## src/hdl/ssharp_pkg.sv

```systemverilog
// Shared types, constants and saturating byte helpers for the 3x3 sharpen stencil.
package ssharp_pkg;

	localparam int MAX_WIDTH  = 2048;
	localparam int COL_W      = $clog2(MAX_WIDTH);
	localparam int ROW_W      = 16;
	localparam int PIX_W      = 8;
	localparam int FW_W       = 12;
	localparam int CFG_DATA_W = 16;
	localparam int CFG_IDX_W  = 1;
	localparam int RST_WIDTH  = 640;
	localparam int RST_HEIGHT = 480;
	localparam int MIN_DIM    = 3;

	typedef logic [PIX_W-1:0] pix_t;
	typedef logic [COL_W-1:0] col_t;
	typedef logic [ROW_W-1:0] row_t;

	typedef enum logic [CFG_IDX_W-1:0] {
		REG_FRAME_WIDTH  = 1'b0,
		REG_FRAME_HEIGHT = 1'b1
	} cfg_reg_t;

	// position and flags that travel with each pixel
	typedef struct packed {
		logic emit;
		logic last;
		row_t row;
		col_t col;
	} tag_t;

	typedef pix_t [8:0] win_t;

	typedef struct packed {
		pix_t upper;
		pix_t middle;
	} line_t;

	function automatic pix_t sat_sub(input pix_t a, input pix_t b);
		return (a > b) ? pix_t'(a - b) : '0;
	endfunction

	function automatic pix_t sat_add(input pix_t a, input pix_t b);
		logic [PIX_W:0] s;
		s = {1'b0, a} + {1'b0, b};
		return s[PIX_W] ? '1 : s[PIX_W-1:0];
	endfunction

endpackage

```

## src/hdl/ssharp_core.sv

```systemverilog
// Saturating sharpen arithmetic in two stages, ending in the output register.
module ssharp_core (
	input  logic              clk,
	input  logic              arst_n,
	input  logic              adv,
	input  logic              valid_s2,
	input  ssharp_pkg::tag_t  tag_s2,
	input  ssharp_pkg::win_t  win_q,
	output logic              out_valid,
	output ssharp_pkg::pix_t  pixel_out,
	output ssharp_pkg::row_t  out_row,
	output ssharp_pkg::col_t  out_col,
	output logic              frame_last
);

	ssharp_pkg::pix_t       v_first;
	ssharp_pkg::pix_t       v_second;
	ssharp_pkg::pix_t       v_s3;
	ssharp_pkg::pix_t       m_s3;
	ssharp_pkg::pix_t [3:0] nb_s3;
	ssharp_pkg::tag_t       tag_s3;
	logic                   valid_s3;

	// top row and mid-left
	always_comb begin
		v_first = win_q[4];
		for (int k = 0; k < 4; k++) begin
			v_first = ssharp_pkg::sat_add(ssharp_pkg::sat_sub(v_first, win_q[k]), win_q[4]);
		end
	end

	// mid-right and bottom row, no add after the last
	always_comb begin
		v_second = v_s3;
		for (int k = 0; k < 3; k++) begin
			v_second = ssharp_pkg::sat_add(ssharp_pkg::sat_sub(v_second, nb_s3[k]), m_s3);
		end
		v_second = ssharp_pkg::sat_sub(v_second, nb_s3[3]);
	end

	always_ff @(posedge clk or negedge arst_n) begin
		if (!arst_n) begin
			valid_s3  <= 1'b0;
			out_valid <= 1'b0;
		end else if (adv) begin
			valid_s3  <= valid_s2 && tag_s2.emit;
			out_valid <= valid_s3;
		end
	end

	always_ff @(posedge clk) begin
		if (adv) begin
			v_s3       <= v_first;
			m_s3       <= win_q[4];
			nb_s3      <= {win_q[8], win_q[7], win_q[6], win_q[5]};
			tag_s3     <= tag_s2;
			pixel_out  <= v_second;
			out_row    <= tag_s3.row;
			out_col    <= tag_s3.col;
			frame_last <= tag_s3.last;
		end
	end

endmodule

```

## config.mk

```make
export PLATFORM = sky130hd
export DESIGN_NAME = ssharp_core
export DESIGN_NICKNAME = d
export VERILOG_FILES = /design/src/hdl/ssharp_pkg.sv /design/src/hdl/ssharp_core.sv
export SDC_FILE = /design/constraint.sdc
export NUM_CORES = 1
export LEC_CHECK = 0
export ABC_AREA = 1
export BUFFER_PORTS_ARGS = -buffer_cell sky130_fd_sc_hd__buf_2
export CAP_MARGIN = 20
export CORE_UTILIZATION = 63
export DETAILED_ROUTE_END_ITERATION = 8
export HOLD_SLACK_MARGIN = 0.12
export PLACE_DENSITY = 0.93
export SLEW_MARGIN = 20
export SYNTH_ARGS = -nofsm -noshare
export SYNTH_HDL_FRONTEND = slang
export SYNTH_SLANG_ARGS = --single-unit
```

## constraint.sdc

```tcl
create_clock -name clk -period 14.8 [get_ports clk]
set_clock_uncertainty 0.2 [all_clocks]
set_input_delay 2.22 -clock clk [delete_from_list [all_inputs] [get_ports clk]]
set_output_delay 2.22 -clock clk [all_outputs]
set_load 0.005 [all_outputs]
```

[Word-level counts from Yosys, hierarchy flattened]
Index checks and enable logic that the tools add are counted.
Word-level totals
  register bits after elaboration: 114
  latch bits: 0
  bits in writable memories: 0
  memory bits (read-only): 0
  output and inout port bits: 37
  word-level logic and storage cells: 52
  memories kept: 0
Cells by class
  add/subtract/negate cells: 15
  multiply operators: 0
  divide/modulo/power cells: 0
  $lt $le $gt $ge: 8
  eq/ne operators: 0
  shifts and indexed selects: 0
  multiplexer cells: 13
  bitwise operators: 0
  reduce and logical (&&, ||, !) cells: 1
Operator list (count)
  two-way mux 8 bit: 13
  > comparator 8 bit: 8
  subtractor 8 bit: 8
  adder 8 x 8 -> 9 bit: 7
  logical AND 1 bit: 1

[Logic depth before layout (Yosys ltp)]
  word-level depth: 15
  mapped depth: 69

[Worst setup path before layout]
Ideal clock, no wire load.
  path kind: input -> register
  start point: in win_q[32] in the netlist's numbering
  end point: reg v_s3[7] (data pin)
  library setup time: 265 ps
  arrival: 11218 ps
  data required time: 14335 ps
  path slack: 3117 ps
  stages: 60
  path buffers: 0
  cell sequence: inv_1 -> ha_1 -> fa_1 -> inv_1 -> nand3_1 -> nand2_2 -> nand2_1 -> nand2_2 -> nand2_2 -> nor2_1 -> ha_1 -> nand2_1 -> inv_1 -> o21ai_1 -> nand2_1 -> a21oi_2 -> and3_1 -> ha_1 -> [... 24 more ...] -> nand3_1 -> nand3_1 -> a31oi_2 -> inv_2 -> or2_1 -> fa_1 -> inv_1 -> o21ai_1 -> inv_1 -> o221ai_2 -> o21ai_2 -> nor2_1 -> ha_1 -> fa_1 -> a31oi_1 -> inv_2 -> a21oi_4 -> nand3_1
On the way
  cells in the longest elaborated chain, start to end: 15
  elaborated cells between the ends (all ways): 19
RTL lines
  from (decl): RTL line ssharp_core.sv:8  | input ssharp_pkg::win_t win_q,
  subtractor 8 bit / > comparator 8 bit (equally long branches): RTL line ssharp_pkg.sv:40  | return (a > b) ? pix_t'(a - b) : '0;
  two-way mux 8 bit: RTL line ssharp_pkg.sv:40
  adder 8 x 8 -> 9 bit: RTL line ssharp_pkg.sv:45  | s = {1'b0, a} + {1'b0, b};
  two-way mux 8 bit: RTL line ssharp_pkg.sv:46  | return s[PIX_W] ? '1 : s[PIX_W-1:0];
  subtractor 8 bit / > comparator 8 bit (equally long branches): RTL line ssharp_pkg.sv:40
  two-way mux 8 bit: RTL line ssharp_pkg.sv:40
  adder 8 x 8 -> 9 bit: RTL line ssharp_pkg.sv:45
  two-way mux 8 bit: RTL line ssharp_pkg.sv:46
  subtractor 8 bit / > comparator 8 bit (equally long branches): RTL line ssharp_pkg.sv:40
  two-way mux 8 bit: RTL line ssharp_pkg.sv:40
  adder 8 x 8 -> 9 bit: RTL line ssharp_pkg.sv:45
  two-way mux 8 bit: RTL line ssharp_pkg.sv:46
  subtractor 8 bit / > comparator 8 bit (equally long branches): RTL line ssharp_pkg.sv:40
  two-way mux 8 bit: RTL line ssharp_pkg.sv:40
  adder 8 x 8 -> 9 bit (*): RTL line ssharp_pkg.sv:45
  to (signal assigned): RTL line ssharp_core.sv:53  | v_s3 <= v_first;
  to (decl): RTL line ssharp_core.sv:18  | ssharp_pkg::pix_t v_s3;
Mark *: on every way between the ends. The rest lies on a longest branch, timed or not.
A chain may end at the register's enable or synchronous reset.

[Worst setup path in the final report]
Ends and elaborated chain as after synthesis.

==> flow_summary.ini <==
[outcome]
status = completed

[setup_path]
cp_common_cell = inv_1
critPathRequiredTime_ps = 14760
end_kind = register
cp_max_fo = 9
ff2ff_path_depth = 58
crit_type = input pin to register
cpMaxStageDelayCell = fa_1
max_stage_delay_ps = 430
crit_arrival_ps = 12550
start_kind = input pin

[detailed_routing]
drt_iter0_markers = 537
final_antenna_net_count = 0
vias = 8313
wl_mm = 22.72
via_per_inst = 5.659
drcViolationCount = 0
dr.pass1.iters = 5
routedWlPerCell_um = 15.46

[timing]
rsz0062_at_grt = no
finalCritPeriodShare = 0.8509
worst_pin_slew_ps = 1008
setup_viol = 0
finalHoldViolations = 0
max_slew_margin = 0.3277
max_clock_freq_mhz = 79.41
setup-tns-final_ps = 0
period_needed_ps = 12590
drv_slew = 0
whs_ps = 216.1

[clock_network]
numCtsBuffers = 17
htreeDepth = 4
cts.sinks = 114
insertion_delay_ps = 430
clockBufferDepth = 2
postCtsSetupBuffers = 0
cts_tree = built
cts_hold_buffers = 0
cts_resized = 0
path_clk_slew_ps = 60
root_buffer = clkbuf_16

[yosys]
synth_enable_flop_cells = 112
avgSynthCellArea_um2 = 8.486
ys_async_sr_fraction = 0.01754
yosysWarnings = 0
synthCells = 1110
yosys-top-cells-count = 242 x nand2_1, 188 x inv_1, 119 x ha_1, 112 x edfxtp_1, 88 x a21oi_1
seq_area_frac_synth = 0.3624
yosys_register_bits = 114
synth_cell_types = 40
synth_ff_type = edfxtp_1
synthTopCellsByArea = edfxtp_1 36%, ha_1 16%, nand2_1 9.6%
yosysMostFrequentCell = nand2_1
synth_area_um2 = 9419
synth_top_area_cell = edfxtp_1
yosysTopAreaCellShare = 0.3571
syn_nets = 1349

[grt]
grt-ovfl-total = 0
gr-usage-met3 = 0.04854
grt_use_met1 = 0.3516
use_met2 = 0.5492
antenna_found_initial = 0
grt_most_used_layer = met2
grt_max_degree = 88
grt_pass1_vias = 8089
grt_pass1_wl_mm = 37.39
grtUsageTotal = 0.3039

[layout]
layout.nets = 1510
drive_above_1_share = 0.1947
utilization = 0.7534
syn2layout_area_growth_pct = 16.25

[floorplanning]
rows = 44
die_y_um = 124.3
die_x_um = 124.3
start_util = 0.6481
dieArea_um2 = 15440
io_pins = 142
coreArea_um2 = 14530

[run]
cap_violations = 0

[worst_hold_path]
hold_path.class = register to register
hold_depth = 0

[placed_design]
io_buffers = 141
hpwlAfterDp_mm = 16.87
globalplace.congestion = 0.9201
final cells by class:
cell class                      count  area (um^2)
Antenna cell                        1        2.502
Clock buffer                       17        425.4
Clock inverter                     15        156.4
Fill cell                        1004         3585
Inverter                          201        754.5
Multi-Input combinational cell    795         5251
Sequential cell                   114         3413
Tap cell                          184        230.2
Timing Repair Buffer              142        715.7
critical path, delay by kind of cell:
family | cells | cell delay [ps]
and+or+nand+nor | 23 | 2340
AOI/OAI and AO/OA | 13 | 2340
adders and majority gates | 15 | 4440
buffers and inverters | 14 | 1150
placed cells by master, fill, tap and decap left out, types with 13 or more instances in the layout:
cell type,n
nand2_1,242
inv_1,188
buf_2,140
ha_1,119
edfxtp_1,112
a21oi_1,88
nand3_1,77
nor2_1,74
xnor2_1,25
o21ai_0,23
nand4_1,18
clkbuf_16,17
fa_1,15
inv_2,13
kinds of logic after synthesis:
kind of cell / share of synthesized area
AND/OR/NAND/NOR: 0.2327
buffers and inverters: 0.08010
AO/OA/AOI/OAI: 0.1004
adder cells (fa/ha/maj): 0.1900
flip-flops: 0.3624
XOR/XNOR: 0.03440
per-layer routing:
metal  wire, um  part of all wire  up-vias
li1           -                 -     4057
met1       8820              0.39     3830
met2      11720              0.52      360
met3       1457             0.064       66
met4        716             0.032        0
met5          0                 0        -
flip-flops by register name (all words and copies together) (netlist names):
register and flops:
nb_s3 32, tag_s3 28, out_row 16, out_col 11, m_s3 8, pixel_out 8, v_s3 8, frame_last 1
out_valid 1, valid_s3 1
worst paths after layout:
path | startpoint | endpoint | slack [ps]
max in group asynchronous | arst_n | valid_s3$_DFFE_PN0P_ | 12920
worst min register to register | tag_s3[9]$_DFFE_PP_ | out_col[9]$_DFFE_PP_ | 220
worst max-delay path | win_q[32] | v_s3[7]$_SDFFCE_PP1P_ | 2210
worst min-delay path | tag_s3[9]$_DFFE_PP_ | out_col[9]$_DFFE_PP_ | 220
min in group asynchronous | arst_n | out_valid$_DFFE_PN0P_ | 1380
worst max register to register | v_s3[0]$_SDFFCE_PP1P_ | pixel_out[7]$_SDFFCE_PP0P_ | 4750
through the flow:
stage | setup WS (ps) | cell area (um^2) | instances
floorplan | 3117 | 9419 | 1110
global placement | 2347 | 10360 | 1436
detailed placement | 1892 | 10360 | 1436
CTS | 2266 | 10950 | 1468
global route | 1318 | 10950 | 1468
finish | 2207 | 10950 | 1469
Power is not shown: default switching activity piles up to over one toggle a cycle in this logic, so the estimate is an artifact.
